`src/sv/mbgf_pkg.sv`:
```
`timescale 1ns / 1ps

package mbgf_pkg;

    localparam int YEAR_W   = 14;
    localparam int MONTH_W  = 4;
    localparam int DAY_W    = 5;
    localparam int HOUR_W   = 5;
    localparam int MIN_W    = 6;
    localparam int SEC_W    = 6;
    localparam int PRICE_W  = 32;
    localparam int GAP_W    = 7;

    localparam int MAX_FILLERS = 63;
    localparam int FILL_CNT_W  = $clog2(MAX_FILLERS + 1);

    // day number and minute number, signed: year 0, day 0 lands below zero
    localparam int DAYS_W = 24;
    localparam int MINS_W = 36;
    localparam int HM_W   = 11;

    localparam int QUEUE_DEPTH = 2;

    localparam int CFG_IDX_W  = 1;
    localparam int CFG_DATA_W = 7;

    localparam logic [CFG_IDX_W-1:0] REG_MAX_GAP = 1'b0;
    localparam logic [CFG_IDX_W-1:0] REG_FILL_EN = 1'b1;

    localparam logic [GAP_W-1:0] MAX_GAP_RESET = 7'd65;

    localparam logic signed [MINS_W-1:0] MIN_PER_DAY  = 36'sd1440;
    localparam logic [HM_W-1:0]          MIN_PER_HOUR = 11'd60;
    localparam logic [8:0]               DAYS_PER_YEAR = 9'd365;

    // first member sits in the high bits: year ends up at bit 0
    typedef struct packed {
        logic [PRICE_W-1:0] close;
        logic [PRICE_W-1:0] low;
        logic [PRICE_W-1:0] high;
        logic [PRICE_W-1:0] open;
        logic [SEC_W-1:0]   second;
        logic [MIN_W-1:0]   minute;
        logic [HOUR_W-1:0]  hour;
        logic [DAY_W-1:0]   day;
        logic [MONTH_W-1:0] month;
        logic [YEAR_W-1:0]  year;
    } bar_t;

    localparam int BAR_W = $bits(bar_t);

    typedef struct packed {
        logic [YEAR_W-1:0]  year;
        logic [MONTH_W-1:0] month;
        logic [DAY_W-1:0]   day;
        logic [HOUR_W-1:0]  hour;
        logic [MIN_W-1:0]   minute;
    } stamp_t;

    // one queued job: the bar, how many fillers go ahead of it, and where they start
    typedef struct packed {
        bar_t                  bar;
        logic [FILL_CNT_W-1:0] fill_cnt;
        stamp_t                prev;
        logic [PRICE_W-1:0]    prev_close;
    } entry_t;

    // days before month idx+1 in a common year
    function automatic logic [8:0] days_before(input logic [MONTH_W-1:0] idx);
        logic [8:0] d;
        case (idx)
            4'd0:    d = 9'd0;
            4'd1:    d = 9'd31;
            4'd2:    d = 9'd59;
            4'd3:    d = 9'd90;
            4'd4:    d = 9'd120;
            4'd5:    d = 9'd151;
            4'd6:    d = 9'd181;
            4'd7:    d = 9'd212;
            4'd8:    d = 9'd243;
            4'd9:    d = 9'd273;
            4'd10:   d = 9'd304;
            4'd11:   d = 9'd334;
            default: d = 9'd365;
        endcase
        return d;
    endfunction

    // invalid months run 31 days
    function automatic logic [DAY_W-1:0] month_len(input logic [MONTH_W-1:0] mo,
                                                   input logic leap);
        logic [DAY_W-1:0] n;
        case (mo)
            4'd2:                      n = leap ? 5'd29 : 5'd28;
            4'd4, 4'd6, 4'd9, 4'd11:   n = 5'd30;
            default:                   n = 5'd31;
        endcase
        return n;
    endfunction

endpackage

```
`src/sv/minute_bar_gap_filler.sv`:
```
`timescale 1ns / 1ps

// Minute bar gap filler. Takes one-minute price bars in time order and, when
// the distance to the previous bar is more than one minute but below max_gap,
// sends gap-1 filler bars (one minute apart, seconds 0, all prices equal to the
// previous close, tuser high) ahead of the bar itself, which goes out unchanged
// with tlast high. At most 63 fillers per bar. Every year divisible by 4 counts
// as a leap year. Flow: for each bar the front sequencer steps through accept,
// day number, minute number, difference and queue push, and takes no new bar
// until the push, which waits while the queue is full; the back end loads a job
// and then sends one beat per cycle while m_tready is high. A 2-entry queue
// lets the front compute ahead while fillers drain.
// Write max_gap and gap_fill_enable only while no bar is in flight.

module minute_bar_gap_filler (
    input  logic                               aclk,
    input  logic                               aresetn,

    input  logic                               cfg_we,
    input  logic [mbgf_pkg::CFG_IDX_W-1:0]     cfg_index,
    input  logic [mbgf_pkg::CFG_DATA_W-1:0]    cfg_data,

    input  logic                               s_tvalid,
    output logic                               s_tready,
    // year[13:0] month[17:14] day[22:18] hour[27:23] minute[33:28]
    // second[39:34] open[71:40] high[103:72] low[135:104] close[167:136]
    input  logic [mbgf_pkg::BAR_W-1:0]         s_tdata,

    output logic                               m_tvalid,
    input  logic                               m_tready,
    // same layout as s_tdata
    output logic [mbgf_pkg::BAR_W-1:0]         m_tdata,
    output logic                               m_tlast,   // last beat caused by a bar
    output logic                               m_tuser    // is_filler
);

    logic [mbgf_pkg::GAP_W-1:0] max_gap_reg;
    logic                       fill_en_reg;

    logic                       push, pop, q_full, q_empty;
    mbgf_pkg::entry_t           push_entry, pop_entry;
    mbgf_pkg::bar_t             m_bar;

    // config registers
    always_ff @(posedge aclk) begin
        if (!aresetn) begin
            max_gap_reg <= mbgf_pkg::MAX_GAP_RESET;
            fill_en_reg <= 1'b1;
        end else if (cfg_we) begin
            case (cfg_index)
                mbgf_pkg::REG_MAX_GAP: max_gap_reg <= cfg_data[mbgf_pkg::GAP_W-1:0];
                mbgf_pkg::REG_FILL_EN: fill_en_reg <= cfg_data[0];
                default: ;
            endcase
        end
    end

    // front: timestamp to minute number, gap test, filler count
    mbgf_front u_front (
        .aclk       (aclk),
        .aresetn    (aresetn),
        .s_tvalid   (s_tvalid),
        .s_tready   (s_tready),
        .s_bar      (mbgf_pkg::bar_t'(s_tdata)),
        .max_gap    (max_gap_reg),
        .fill_en    (fill_en_reg),
        .push       (push),
        .push_entry (push_entry),
        .q_full     (q_full)
    );

    // job queue between the two halves
    mbgf_queue u_queue (
        .aclk       (aclk),
        .aresetn    (aresetn),
        .push       (push),
        .push_entry (push_entry),
        .full       (q_full),
        .pop        (pop),
        .pop_entry  (pop_entry),
        .empty      (q_empty)
    );

    // back: filler clock and output register
    mbgf_back u_back (
        .aclk     (aclk),
        .aresetn  (aresetn),
        .q_empty  (q_empty),
        .q_entry  (pop_entry),
        .q_pop    (pop),
        .m_tvalid (m_tvalid),
        .m_tready (m_tready),
        .m_bar    (m_bar),
        .m_filler (m_tuser),
        .m_last   (m_tlast)
    );

    assign m_tdata = m_bar;

endmodule

```
`src/sv/mbgf_front.sv`:
```
`timescale 1ns / 1ps

module mbgf_front (
    input  logic                                aclk,
    input  logic                                aresetn,
    input  logic                                s_tvalid,
    output logic                                s_tready,
    input  mbgf_pkg::bar_t                      s_bar,
    input  logic [mbgf_pkg::GAP_W-1:0]          max_gap,
    input  logic                                fill_en,
    output logic                                push,
    output mbgf_pkg::entry_t                    push_entry,
    input  logic                                q_full
);

    typedef enum logic [4:0] {
        F_IDLE = 5'b00001,
        F_DAYS = 5'b00010,
        F_MINS = 5'b00100,
        F_DIFF = 5'b01000,
        F_PUSH = 5'b10000
    } fstate_t;

    fstate_t state_reg, state_next;

    mbgf_pkg::bar_t                          bar_reg;
    logic signed [mbgf_pkg::DAYS_W-1:0]      days_reg, days_next;
    logic [mbgf_pkg::HM_W-1:0]               hm_reg, hm_next;
    logic signed [mbgf_pkg::MINS_W-1:0]      mins_reg, mins_next;
    logic signed [mbgf_pkg::MINS_W-1:0]      d_ba_reg, d_ab_reg;
    logic signed [mbgf_pkg::MINS_W-1:0]      prev_abs_reg;
    logic                                    have_prev_reg;
    mbgf_pkg::stamp_t                        prev_reg;
    logic [mbgf_pkg::PRICE_W-1:0]            prev_close_reg;

    logic [mbgf_pkg::DAYS_W-2:0]             days_sum;
    logic [mbgf_pkg::YEAR_W:0]               year_p3;
    logic [mbgf_pkg::MONTH_W-1:0]            idx;
    logic [9:0]                              doy;
    logic signed [mbgf_pkg::MINS_W-1:0]      days_ext, hm_ext;
    logic [mbgf_pkg::MINS_W-1:0]             gap;
    logic                                    gap_small, fill;
    logic [mbgf_pkg::GAP_W-1:0]              gap_lo, gap_m1;
    logic [mbgf_pkg::FILL_CNT_W-1:0]         fill_cnt;

    assign s_tready = (state_reg == F_IDLE);
    assign push     = (state_reg == F_PUSH) && !q_full;

    // day number: y*365 + leap days before y + day of year - 1
    always_comb begin
        year_p3 = {1'b0, bar_reg.year} + (mbgf_pkg::YEAR_W+1)'(3);
        if (bar_reg.month > 4'd1) begin
            idx = (bar_reg.month >= 4'd13) ? 4'd12 : bar_reg.month - 4'd1;
            doy = 10'(mbgf_pkg::days_before(idx)) + 10'(bar_reg.day)
                + 10'((bar_reg.year[1:0] == 2'b00) && (bar_reg.month > 4'd2));
        end else begin
            idx = '0;
            doy = 10'(bar_reg.day);
        end
        days_sum = (mbgf_pkg::DAYS_W-1)'(bar_reg.year) * (mbgf_pkg::DAYS_W-1)'(mbgf_pkg::DAYS_PER_YEAR)
                 + (mbgf_pkg::DAYS_W-1)'(year_p3 >> 2) + (mbgf_pkg::DAYS_W-1)'(doy);
        days_next = $signed({1'b0, days_sum}) - mbgf_pkg::DAYS_W'(1);
        hm_next   = mbgf_pkg::HM_W'(bar_reg.hour) * mbgf_pkg::MIN_PER_HOUR
                  + mbgf_pkg::HM_W'(bar_reg.minute);
    end

    always_comb begin
        days_ext  = mbgf_pkg::MINS_W'(days_reg);
        hm_ext    = mbgf_pkg::MINS_W'(hm_reg);
        mins_next = days_ext * mbgf_pkg::MIN_PER_DAY + hm_ext;
    end

    // gap test: only magnitudes below 128 can ever fill
    always_comb begin
        gap       = d_ba_reg[mbgf_pkg::MINS_W-1] ? d_ab_reg : d_ba_reg;
        gap_small = (gap[mbgf_pkg::MINS_W-1:mbgf_pkg::GAP_W] == '0);
        gap_lo    = gap[mbgf_pkg::GAP_W-1:0];
        gap_m1    = gap_lo - mbgf_pkg::GAP_W'(1);
        fill      = have_prev_reg && fill_en && gap_small
                 && (gap_lo > mbgf_pkg::GAP_W'(1)) && (gap_lo < max_gap);
        if (!fill)
            fill_cnt = '0;
        else if (gap_m1 > mbgf_pkg::GAP_W'(mbgf_pkg::MAX_FILLERS))
            fill_cnt = mbgf_pkg::FILL_CNT_W'(mbgf_pkg::MAX_FILLERS);
        else
            fill_cnt = mbgf_pkg::FILL_CNT_W'(gap_m1);
    end

    always_comb begin
        push_entry.bar        = bar_reg;
        push_entry.fill_cnt   = fill_cnt;
        push_entry.prev       = prev_reg;
        push_entry.prev_close = prev_close_reg;
    end

    always_comb begin
        state_next = state_reg;
        case (state_reg)
            F_IDLE: begin
                if (s_tvalid) state_next = F_DAYS;
            end
            F_DAYS: state_next = F_MINS;
            F_MINS: state_next = F_DIFF;
            F_DIFF: state_next = F_PUSH;
            F_PUSH: begin
                if (!q_full) state_next = F_IDLE;
            end
            default: state_next = F_IDLE;
        endcase
    end

    always_ff @(posedge aclk) begin
        if (!aresetn) begin
            state_reg     <= F_IDLE;
            have_prev_reg <= 1'b0;
        end else begin
            state_reg <= state_next;
            if (push) have_prev_reg <= 1'b1;
        end
    end

    always_ff @(posedge aclk) begin
        if (s_tvalid && s_tready) bar_reg <= s_bar;
        if (state_reg == F_DAYS) begin
            days_reg <= days_next;
            hm_reg   <= hm_next;
        end
        if (state_reg == F_MINS) mins_reg <= mins_next;
        if (state_reg == F_DIFF) begin
            d_ba_reg <= mins_reg - prev_abs_reg;
            d_ab_reg <= prev_abs_reg - mins_reg;
        end
        if (push) begin
            prev_abs_reg   <= mins_reg;
            prev_reg.year   <= bar_reg.year;
            prev_reg.month  <= bar_reg.month;
            prev_reg.day    <= bar_reg.day;
            prev_reg.hour   <= bar_reg.hour;
            prev_reg.minute <= bar_reg.minute;
            prev_close_reg <= bar_reg.close;
        end
    end

endmodule

```
`src/sv/mbgf_queue.sv`:
```
`timescale 1ns / 1ps

module mbgf_queue (
    input  logic             aclk,
    input  logic             aresetn,
    input  logic             push,
    input  mbgf_pkg::entry_t push_entry,
    output logic             full,
    input  logic             pop,
    output mbgf_pkg::entry_t pop_entry,
    output logic             empty
);

    localparam int PTR_W = (mbgf_pkg::QUEUE_DEPTH > 1) ? $clog2(mbgf_pkg::QUEUE_DEPTH) : 1;
    localparam int CNT_W = $clog2(mbgf_pkg::QUEUE_DEPTH + 1);
    localparam logic [PTR_W-1:0] LAST_PTR = PTR_W'(mbgf_pkg::QUEUE_DEPTH - 1);

    mbgf_pkg::entry_t   mem_reg [mbgf_pkg::QUEUE_DEPTH];
    logic [PTR_W-1:0]   wr_ptr_reg, rd_ptr_reg;
    logic [CNT_W-1:0]   count_reg;

    assign full      = (count_reg == CNT_W'(mbgf_pkg::QUEUE_DEPTH));
    assign empty     = (count_reg == '0);
    assign pop_entry = mem_reg[rd_ptr_reg];

    always_ff @(posedge aclk) begin
        if (!aresetn) begin
            wr_ptr_reg <= '0;
            rd_ptr_reg <= '0;
            count_reg  <= '0;
        end else begin
            if (push)
                wr_ptr_reg <= (wr_ptr_reg == LAST_PTR) ? '0 : wr_ptr_reg + PTR_W'(1);
            if (pop)
                rd_ptr_reg <= (rd_ptr_reg == LAST_PTR) ? '0 : rd_ptr_reg + PTR_W'(1);
            if (push && !pop)
                count_reg <= count_reg + CNT_W'(1);
            else if (pop && !push)
                count_reg <= count_reg - CNT_W'(1);
        end
    end

    always_ff @(posedge aclk) begin
        if (push) mem_reg[wr_ptr_reg] <= push_entry;
    end

endmodule

```
`src/sv/mbgf_back.sv`:
```
`timescale 1ns / 1ps

module mbgf_back (
    input  logic             aclk,
    input  logic             aresetn,
    input  logic             q_empty,
    input  mbgf_pkg::entry_t q_entry,
    output logic             q_pop,
    output logic             m_tvalid,
    input  logic             m_tready,
    output mbgf_pkg::bar_t   m_bar,
    output logic             m_filler,
    output logic             m_last
);

    logic                            busy_reg;
    logic [mbgf_pkg::FILL_CNT_W-1:0] cnt_reg;
    mbgf_pkg::stamp_t                cur_reg, tick;
    logic [mbgf_pkg::PRICE_W-1:0]    close_reg;
    mbgf_pkg::bar_t                  bar_reg, filler_bar;

    logic                            out_valid_reg, out_valid_next;
    mbgf_pkg::bar_t                  out_bar_reg;
    logic                            out_filler_reg, out_last_reg;

    logic                            out_free, emit;
    logic [mbgf_pkg::MIN_W:0]        min1;
    logic [mbgf_pkg::HOUR_W:0]       hr1;
    logic [mbgf_pkg::DAY_W:0]        day1;
    logic [mbgf_pkg::MONTH_W:0]      mo1;
    logic [mbgf_pkg::DAY_W-1:0]      limit;

    assign out_free = !out_valid_reg || m_tready;
    assign q_pop    = !busy_reg && !q_empty;
    assign emit     = busy_reg && out_free;

    assign m_tvalid = out_valid_reg;
    assign m_bar    = out_bar_reg;
    assign m_filler = out_filler_reg;
    assign m_last   = out_last_reg;

    // one-minute tick of the filler clock
    always_comb begin
        tick  = cur_reg;
        min1  = {1'b0, cur_reg.minute} + (mbgf_pkg::MIN_W+1)'(1);
        hr1   = {1'b0, cur_reg.hour} + (mbgf_pkg::HOUR_W+1)'(1);
        day1  = {1'b0, cur_reg.day} + (mbgf_pkg::DAY_W+1)'(1);
        mo1   = {1'b0, cur_reg.month} + (mbgf_pkg::MONTH_W+1)'(1);
        limit = mbgf_pkg::month_len(cur_reg.month, cur_reg.year[1:0] == 2'b00);
        if (min1 < (mbgf_pkg::MIN_W+1)'(60)) begin
            tick.minute = min1[mbgf_pkg::MIN_W-1:0];
        end else begin
            tick.minute = '0;
            if (hr1 < (mbgf_pkg::HOUR_W+1)'(24)) begin
                tick.hour = hr1[mbgf_pkg::HOUR_W-1:0];
            end else begin
                tick.hour = '0;
                if (day1 > {1'b0, limit}) begin
                    tick.day = mbgf_pkg::DAY_W'(1);
                    if (mo1 > (mbgf_pkg::MONTH_W+1)'(12)) begin
                        tick.month = mbgf_pkg::MONTH_W'(1);
                        tick.year  = cur_reg.year + mbgf_pkg::YEAR_W'(1);
                    end else begin
                        tick.month = mo1[mbgf_pkg::MONTH_W-1:0];
                    end
                end else begin
                    tick.day = day1[mbgf_pkg::DAY_W-1:0];
                end
            end
        end
    end

    always_comb begin
        filler_bar.year   = tick.year;
        filler_bar.month  = tick.month;
        filler_bar.day    = tick.day;
        filler_bar.hour   = tick.hour;
        filler_bar.minute = tick.minute;
        filler_bar.second = '0;
        filler_bar.open   = close_reg;
        filler_bar.high   = close_reg;
        filler_bar.low    = close_reg;
        filler_bar.close  = close_reg;
    end

    always_comb begin
        if (emit)
            out_valid_next = 1'b1;
        else if (m_tready)
            out_valid_next = 1'b0;
        else
            out_valid_next = out_valid_reg;
    end

    always_ff @(posedge aclk) begin
        if (!aresetn) begin
            busy_reg      <= 1'b0;
            out_valid_reg <= 1'b0;
        end else begin
            out_valid_reg <= out_valid_next;
            if (q_pop)
                busy_reg <= 1'b1;
            else if (emit && (cnt_reg == '0))
                busy_reg <= 1'b0;
        end
    end

    always_ff @(posedge aclk) begin
        if (q_pop) begin
            cnt_reg   <= q_entry.fill_cnt;
            cur_reg   <= q_entry.prev;
            close_reg <= q_entry.prev_close;
            bar_reg   <= q_entry.bar;
        end else if (emit) begin
            if (cnt_reg != '0) begin
                cnt_reg        <= cnt_reg - mbgf_pkg::FILL_CNT_W'(1);
                cur_reg        <= tick;
                out_bar_reg    <= filler_bar;
                out_filler_reg <= 1'b1;
                out_last_reg   <= 1'b0;
            end else begin
                out_bar_reg    <= bar_reg;
                out_filler_reg <= 1'b0;
                out_last_reg   <= 1'b1;
            end
        end
    end

endmodule

```
`config.mk`:
```
export PLATFORM = sky130hd
export DESIGN_NAME = minute_bar_gap_filler
export DESIGN_NICKNAME = d
export VERILOG_FILES = /design/src/sv/mbgf_pkg.sv /design/src/sv/minute_bar_gap_filler.sv /design/src/sv/mbgf_front.sv /design/src/sv/mbgf_queue.sv /design/src/sv/mbgf_back.sv
export SDC_FILE = /design/constraint.sdc
export NUM_CORES = 2
export LEC_CHECK = 0
export BUFFER_PORTS_ARGS = -buffer_cell sky130_fd_sc_hd__buf_2
export CORE_UTILIZATION = 55
export DETAILED_ROUTE_END_ITERATION = 16
export PLACE_DENSITY = 0.87
export SYNTH_ARGS = -nofsm -noshare
export SYNTH_HDL_FRONTEND = slang
export SYNTH_SLANG_ARGS = --single-unit
```
`constraint.sdc`:
```
create_clock -name aclk -period 15.14 [get_ports aclk]
set_input_delay 2.271 -clock aclk [delete_from_list [all_inputs] [get_ports aclk]]
set_output_delay 2.271 -clock aclk [all_outputs]
set_load 0.02 [all_outputs]
```
After elaboration in Yosys (flattened, before gate mapping)
Memory sizes are Yosys's and may differ from the RTL's. A register that Yosys moved wholly into a read port is not among the register bits.
Cells that the tools add are included.
{ "op_classes": {"add_sub_neg": 22, "multipliers": 3, "order_cmp": 10, "n_eq_ne": 13, "mux": 40, "n_bitwise": 2, "n_reduce_logical": 36} }
{ "ops": {"columns": ["cell", "count"], "rows": [
  ["$mux W168", 1],
  ["$mux W34", 3],
  ["$sub A36 B36 Y36", 2],
  ["$add A36 B12 Y36", 1],
  ["$mux W36", 1],
  ["$mux W6", 6],
  ["$mul A24 B7 Y31 const B", 1],
  ["$logic_not A29 Y1", 1],
  ["$mux W28", 1],
  ["$pmux W5 S5", 1],
  ["$sub A23 B1 Y24 const B", 1],
  ["$add A23 B10 Y23", 1],
  ["$add A23 B13 Y23", 1],
  ["$mul A14 B9 Y23 const B", 1],
  ["$mux W23", 1],
  ["$mux W5", 4],
  ["$mux W18", 1],
  ["$add A14 B2 Y15 const B", 1],
  ["$add A14 B1 Y14 const B", 1],
  ["$mux W14", 1],
  ["$mux W1", 13],
  ["$add A5 B1 Y6 const B", 2],
  ["$logic_and A1 B1 Y1", 12],
  ["$add A11 B6 Y11", 1],
  ["other kinds (45)", 67]
]} }
{ "totals": {"register_bits": 843, "ramBits": 480, "rom_bits": 144, "inputBits": 181, "out_inout_bits": 172, "wordCells": 188, "n_memories": 2} }
{ "memory_table": {"columns": ["name", "words", "word_bits", "rd", "rd_ports_with_merged_regs", "wr", "line", "rtl"], "rows": [
  ["u_queue.mem_reg", 2, 240, 1, 1, 1, "mbgf_queue.sv:18", "mbgf_pkg::entry_t mem_reg [mbgf_pkg::QUEUE_DEPTH];"],
  ["(no name shown)", 16, 9, 1, 0, 0, "mbgf_pkg.sv:71", "case (idx)"]
]} }

Logic depth before layout (Yosys ltp)
{ "depth": {"word_depth": 10, "mapped_depth": 34, "depth_no_buf": 33} }

Cells and area by module
A second synthesis with hierarchy kept.
{ "hier_totals": {"cells_unflattened": 4226, "hier_area_um2": 61356.3} }
{ "modules_own_cells": {"columns": ["module", "instances", "cells_per_inst", "area_each_um2", "seq_area_each_um2"], "rows": [
  ["mbgf_front", 1, 2329, 26790.7, 12492.0],
  ["mbgf_queue", 1, 769, 18555.3, 14513.9],
  ["mbgf_back", 1, 1093, 15675.0, 12351.8],
  ["minute_bar_gap_filler", 1, 35, 335.3, 160.2]
]} }

Worst setup path before layout
No wires, ideal clock.
{ "synth_path": {"path_type": "register to register", "start": "register u_front.state_reg[0]", "end": "register u_queue.wr_ptr_reg", "arrival_time_ps": 16563, "slack_ps": -1530, "stages_incl_launch_ff": 6, "period_less_slack_ps": 16670, "cell_sequence": "dfxtp_1 nor3_1 nand3b_1 nor2b_1 nor2b_1 o21a_1"} }
{ "synth_between": {"elab_chain_len": 2} }
{ "synth_lines": {"columns": ["item", "line", "rtl"], "rows": [
  ["from (decl)", "mbgf_front.sv:24", "fstate_t state_reg, state_next;"],
  ["from (signal assigned)", "mbgf_front.sv:117", "state_reg <= state_next;"],
  ["$eq A5 B5 Y1", "mbgf_front.sv:47", "assign push = (state_reg == F_PUSH) && !q_full;"],
  ["$logic_and A1 B1 Y1", "mbgf_front.sv:47", null],
  ["net push", "minute_bar_gap_filler.sv:40", "logic push, pop, q_full, q_empty;"],
  ["to (signal assigned)", "mbgf_queue.sv:33", "wr_ptr_reg <= (wr_ptr_reg == LAST_PTR) ? '0 : wr_ptr_reg + PTR_W'(1);"],
  ["to (decl)", "mbgf_queue.sv:19", "logic [PTR_W-1:0] wr_ptr_reg, rd_ptr_reg;"]
]} }
The timed path passes the listed nets, and every way through them passes these cells.
A chain may end at the register's enable or synchronous reset.

Final worst setup path
{ "layout_path": {"start": "register u_front.bar_reg (netlist bit u_front.push_entry[86])", "end": "register u_front.days_reg[23] (netlist bit), data pin"} }
{ "layout_between": {"elab_chain_len": 9, "word_cells_on_any_way": 13, "cone_classes": "add/sub: 5; order compare: 3; mux: 3; reduce/logical: 1; memory: 1"} }
{ "layout_lines": {"columns": ["item", "line", "rtl"], "rows": [
  ["from (decl)", "mbgf_front.sv:26", "mbgf_pkg::bar_t bar_reg;"],
  ["from (signal assigned)", "mbgf_front.sv:123", "if (s_tvalid && s_tready) bar_reg <= s_bar;"],
  ["$sub A4 B1 Y4 or $ge A4 B4 Y1 (tied branches)", "mbgf_front.sv:53", "idx = (bar_reg.month >= 4'd13) ? 4'd12 : bar_reg.month - 4'd1;"],
  ["$mux W4", "mbgf_front.sv:53", null],
  ["$mem_v2 Z16 W9", null, null],
  ["$mux W9", "mbgf_front.sv:52", "if (bar_reg.month > 4'd1) begin"],
  ["$add A9 B5 Y10", "mbgf_front.sv:54", "doy = 10'(mbgf_pkg::days_before(idx)) + 10'(bar_reg.day)"],
  ["$add A10 B1 Y10", "mbgf_front.sv:55", "+ 10'((bar_reg.year[1:0] == 2'b00) && (bar_reg.month > 4'd2));"],
  ["$mux W10 (*)", "mbgf_front.sv:52", null],
  ["$add A23 B10 Y23 (*)", "mbgf_front.sv:61", "+ (mbgf_pkg::DAYS_W-1)'(year_p3 >> 2) + (mbgf_pkg::DAYS_W-1)'(doy);"],
  ["$sub A23 B1 Y24 (*)", "mbgf_front.sv:62", "days_next = $signed({1'b0, days_sum}) - mbgf_pkg::DAYS_W'(1);"],
  ["net u_front.days_next (one bit)", "mbgf_front.sv:27", "logic signed [mbgf_pkg::DAYS_W-1:0] days_reg, days_next;"],
  ["to (signal assigned)", "mbgf_front.sv:125", "days_reg <= days_next;"],
  ["to (decl)", "mbgf_front.sv:27", null]
]} }
Mark *: on every way through the listed nets, which the timed path passes. The rest lies on a longest branch. The select of a mux whose other input is x is not followed.

==> flow_summary.toml <==
[grt]
grt_max_degree = 140
antenna_found_initial = 31
grt_pass1_vias = 35400
top_usage_layer = "met2"
track_usage = 0.241
grt_use_met3 = 0.0340
grt_util_met1 = 0.297
grt_pass1_wl_mm = 203
groute.layer.met2.usage = 0.416
grt-ovfl-total = 0

[critical_path]
r2r_start = "u_front.push_entry[86]$_DFFE_PP_"
end_kind = "register"
max_stage_delay_ns = 0.57
critPathBufInv = 4
cpLargestDelayFamily = "adder cells"
cp_slowest_cell = "edfxtp_1"
startpoint_type = "register"
worst-path-max-fanout = 12
critical_path.startpoint = "u_front.push_entry[86]$_DFFE_PP_"
crit_top_cell = "fa_1"
path_depth = 31
critPathArrivalTime_ns = 8.58
worstRegToRegCells = 31
crit_type = "reg2reg"
required_ns = 15.70

[logic_synthesis]
synth_seq_cells = 1323
yosys.area.top_type = "edfxtp_1"
synth_nets = 4794
synth.distinct_cells = 92
async_flop_share = 0
synth_top_area_share = 0.653
synthCells = 4223
yosys-top-cells-area = "edfxtp_1, ha_1, fa_1"
synth_area_per_cell_um2 = 14.2
synth_edf_count = 1302
synth.most_common_cell = "edfxtp_1"
netlist_area_um2 = 59900
synthTopCellsByCount = "edfxtp_1, nand2_1, inv_1, ha_1, a21oi_1"
synth_flop_cell = "edfxtp_1"
ys_seq_area_frac = 0.660
yosys_warnings = 0

[sta]
setup_viol = 0
timing.final.crit_share = 0.530
holdWs_ns = 0.429
worst_pin_slew_ns = 1.21
min_period_ns = 8.02
setup_slack_ns = 7.12
fmax_mhz = 125
maxSlewHeadroom = 0.185
hold_viol_final = 0
rsz0062_at_grt = "false"
tns_ns = 0
finClkSkew_ns = 0.0295
final_max_slew_viol_count = 0

[hold_path]
min_path_type = "reg2reg"
min_path_cells = 0
hold_start = "u_front.prev_close_reg[11]$_DFFE_PP_"

[placed_design]
dpl.cell_count = 5888
dpl.hpwl_mm = 88.4
gp_congestion = 0.937
pre_cts_ws_ns = 7.21
port_buffers = 352

[route]
dr.pass1.iters = 6
drc = 0
vias = 35200
viasPerCell = 5.73
wl_per_cell_um = 22.1
ant_nets = 0
first_iter_violations = 3177
wirelength_mm = 136

[floorplanning]
fp-row-count = 120
initial_core_util = 0.557
die_h_um = 332
coreArea_um2 = 108000
dieWidth_um = 332
dieArea_um2 = 110000
io_pins = 353

[clock_network]
cts_buffer_depth = 3
holdBufCountCts = 0
numCtsBuffers = 130
post_cts_buffers = 0
clockRootBuffer = "clkbuf_16"
cts_sinks = 1323
cts_tree = "done"
clk_latency_ns = 0.74
h-tree-depth = 4
cts.clk_slew.worst_paths_ns = 0.07
cts.repair.resized = 0

[power]
power_density_nw_per_um2 = 234
vdd_drop_max_uv = 250
leakage_nw = 25.4

[layout]
area_growth_pct = 12.5
largest_reg_flops = 480
fillers = 7429
multi_input_area_um2 = 18500
final_cells = 6148
drive_above_1_share = 0.175
nNetsFinal = 5188
register_area_um2 = 39500
fin_util = 0.627

[status]
status = "finished clean"

[run]
drv_cap = 0
==> final cells by class <==
cell class / count / share of cell area
diodes: 27 / 0.00100
well taps: 1403 / 0.0261
inverters: 392 / 0.0220
clock inverters: 80 / 0.0100
flip-flops and latches: 1323 / 0.586
multi-input cells: 2391 / 0.274
repair buffers: 379 / 0.0297
clock buffers: 153 / 0.0505
==> metrics by stage <==
stage	power, mW	cell area (um^2)
2_1_floorplan	11.0	59900
3_3_place_gp	12.4	63200
3_5_place_dp	12.7	63200
4_1_cts	15.8	67300
5_1_grt	16.8	67400
6_report	15.7	67400
==> layout by cell type (no fill, tap or decap), drive strengths merged, types with 7 or more instances in the layout <==
master / Yosys / routed
a211oi: 47 / 47
a21boi: 19 / 19
a21o: 66 / 66
a21oi: 211 / 211
a31oi: 23 / 23
and2: 24 / 24
and3: 18 / 18
buf: 11 / 379
clkbuf: 106 / 153
clkinv: 1 / 64
clkinvlp: 0 / 8
dfxtp: 21 / 21
diode: 0 / 27
edfxtp: 1302 / 1302
fa: 121 / 121
ha: 269 / 269
inv: 391 / 397
mux2: 205 / 205
mux2i: 18 / 18
nand2: 450 / 450
nand2b: 19 / 19
nand3: 43 / 43
nand3b: 9 / 9
nand4: 34 / 34
nor2: 151 / 151
nor2b: 67 / 67
nor3: 47 / 47
nor4: 28 / 28
o211ai: 15 / 15
o21a: 17 / 17
o21ai: 134 / 134
o21bai: 28 / 28
o31ai: 7 / 7
or2: 12 / 12
or3: 14 / 14
xnor2: 117 / 117
xor2: 83 / 83
==> logic make-up (layout without fill, tap and decap cells) <==
logic type,after synthesis,in the layout,synth area share
flops,1323,1323,0.660
simple gates,942,942,0.0734
compound gates,635,635,0.0669
buf+inv,509,1004,0.0320
fa+ha+maj,391,391,0.0968
mux,223,223,0.0416
xor+xnor,200,200,0.0293
other cells,0,27,0
==> path summary, 6_finish.rpt <==
check	end	slack [ns]
max	u_front.days_reg[23]$_DFFE_PP_	7.12
min	u_queue.mem_reg[1][11]$_DFFE_PP_	0.43
max reg2reg	u_front.days_reg[23]$_DFFE_PP_	7.12
min reg2reg	u_queue.mem_reg[1][11]$_DFFE_PP_	0.43
==> power breakdown <==
part | switching [mW] | internal [mW] | leakage, nW
sequential | 0.315 | 5.05 | 12.1
clock | 1.40 | 1.69 | 1.97
combinational | 4.53 | 2.77 | 11.3
==> layer usage <==
| layer | up-vias | wire length, um |
|---|---|---|
| met5 | - | 0 |
| met4 | 0 | 7040 |
| met3 | 351 | 8050 |
| met2 | 1521 | 67800 |
| met1 | 17300 | 52700 |
| li1 | 16100 | - |
(Power assumes the default switching activity.)
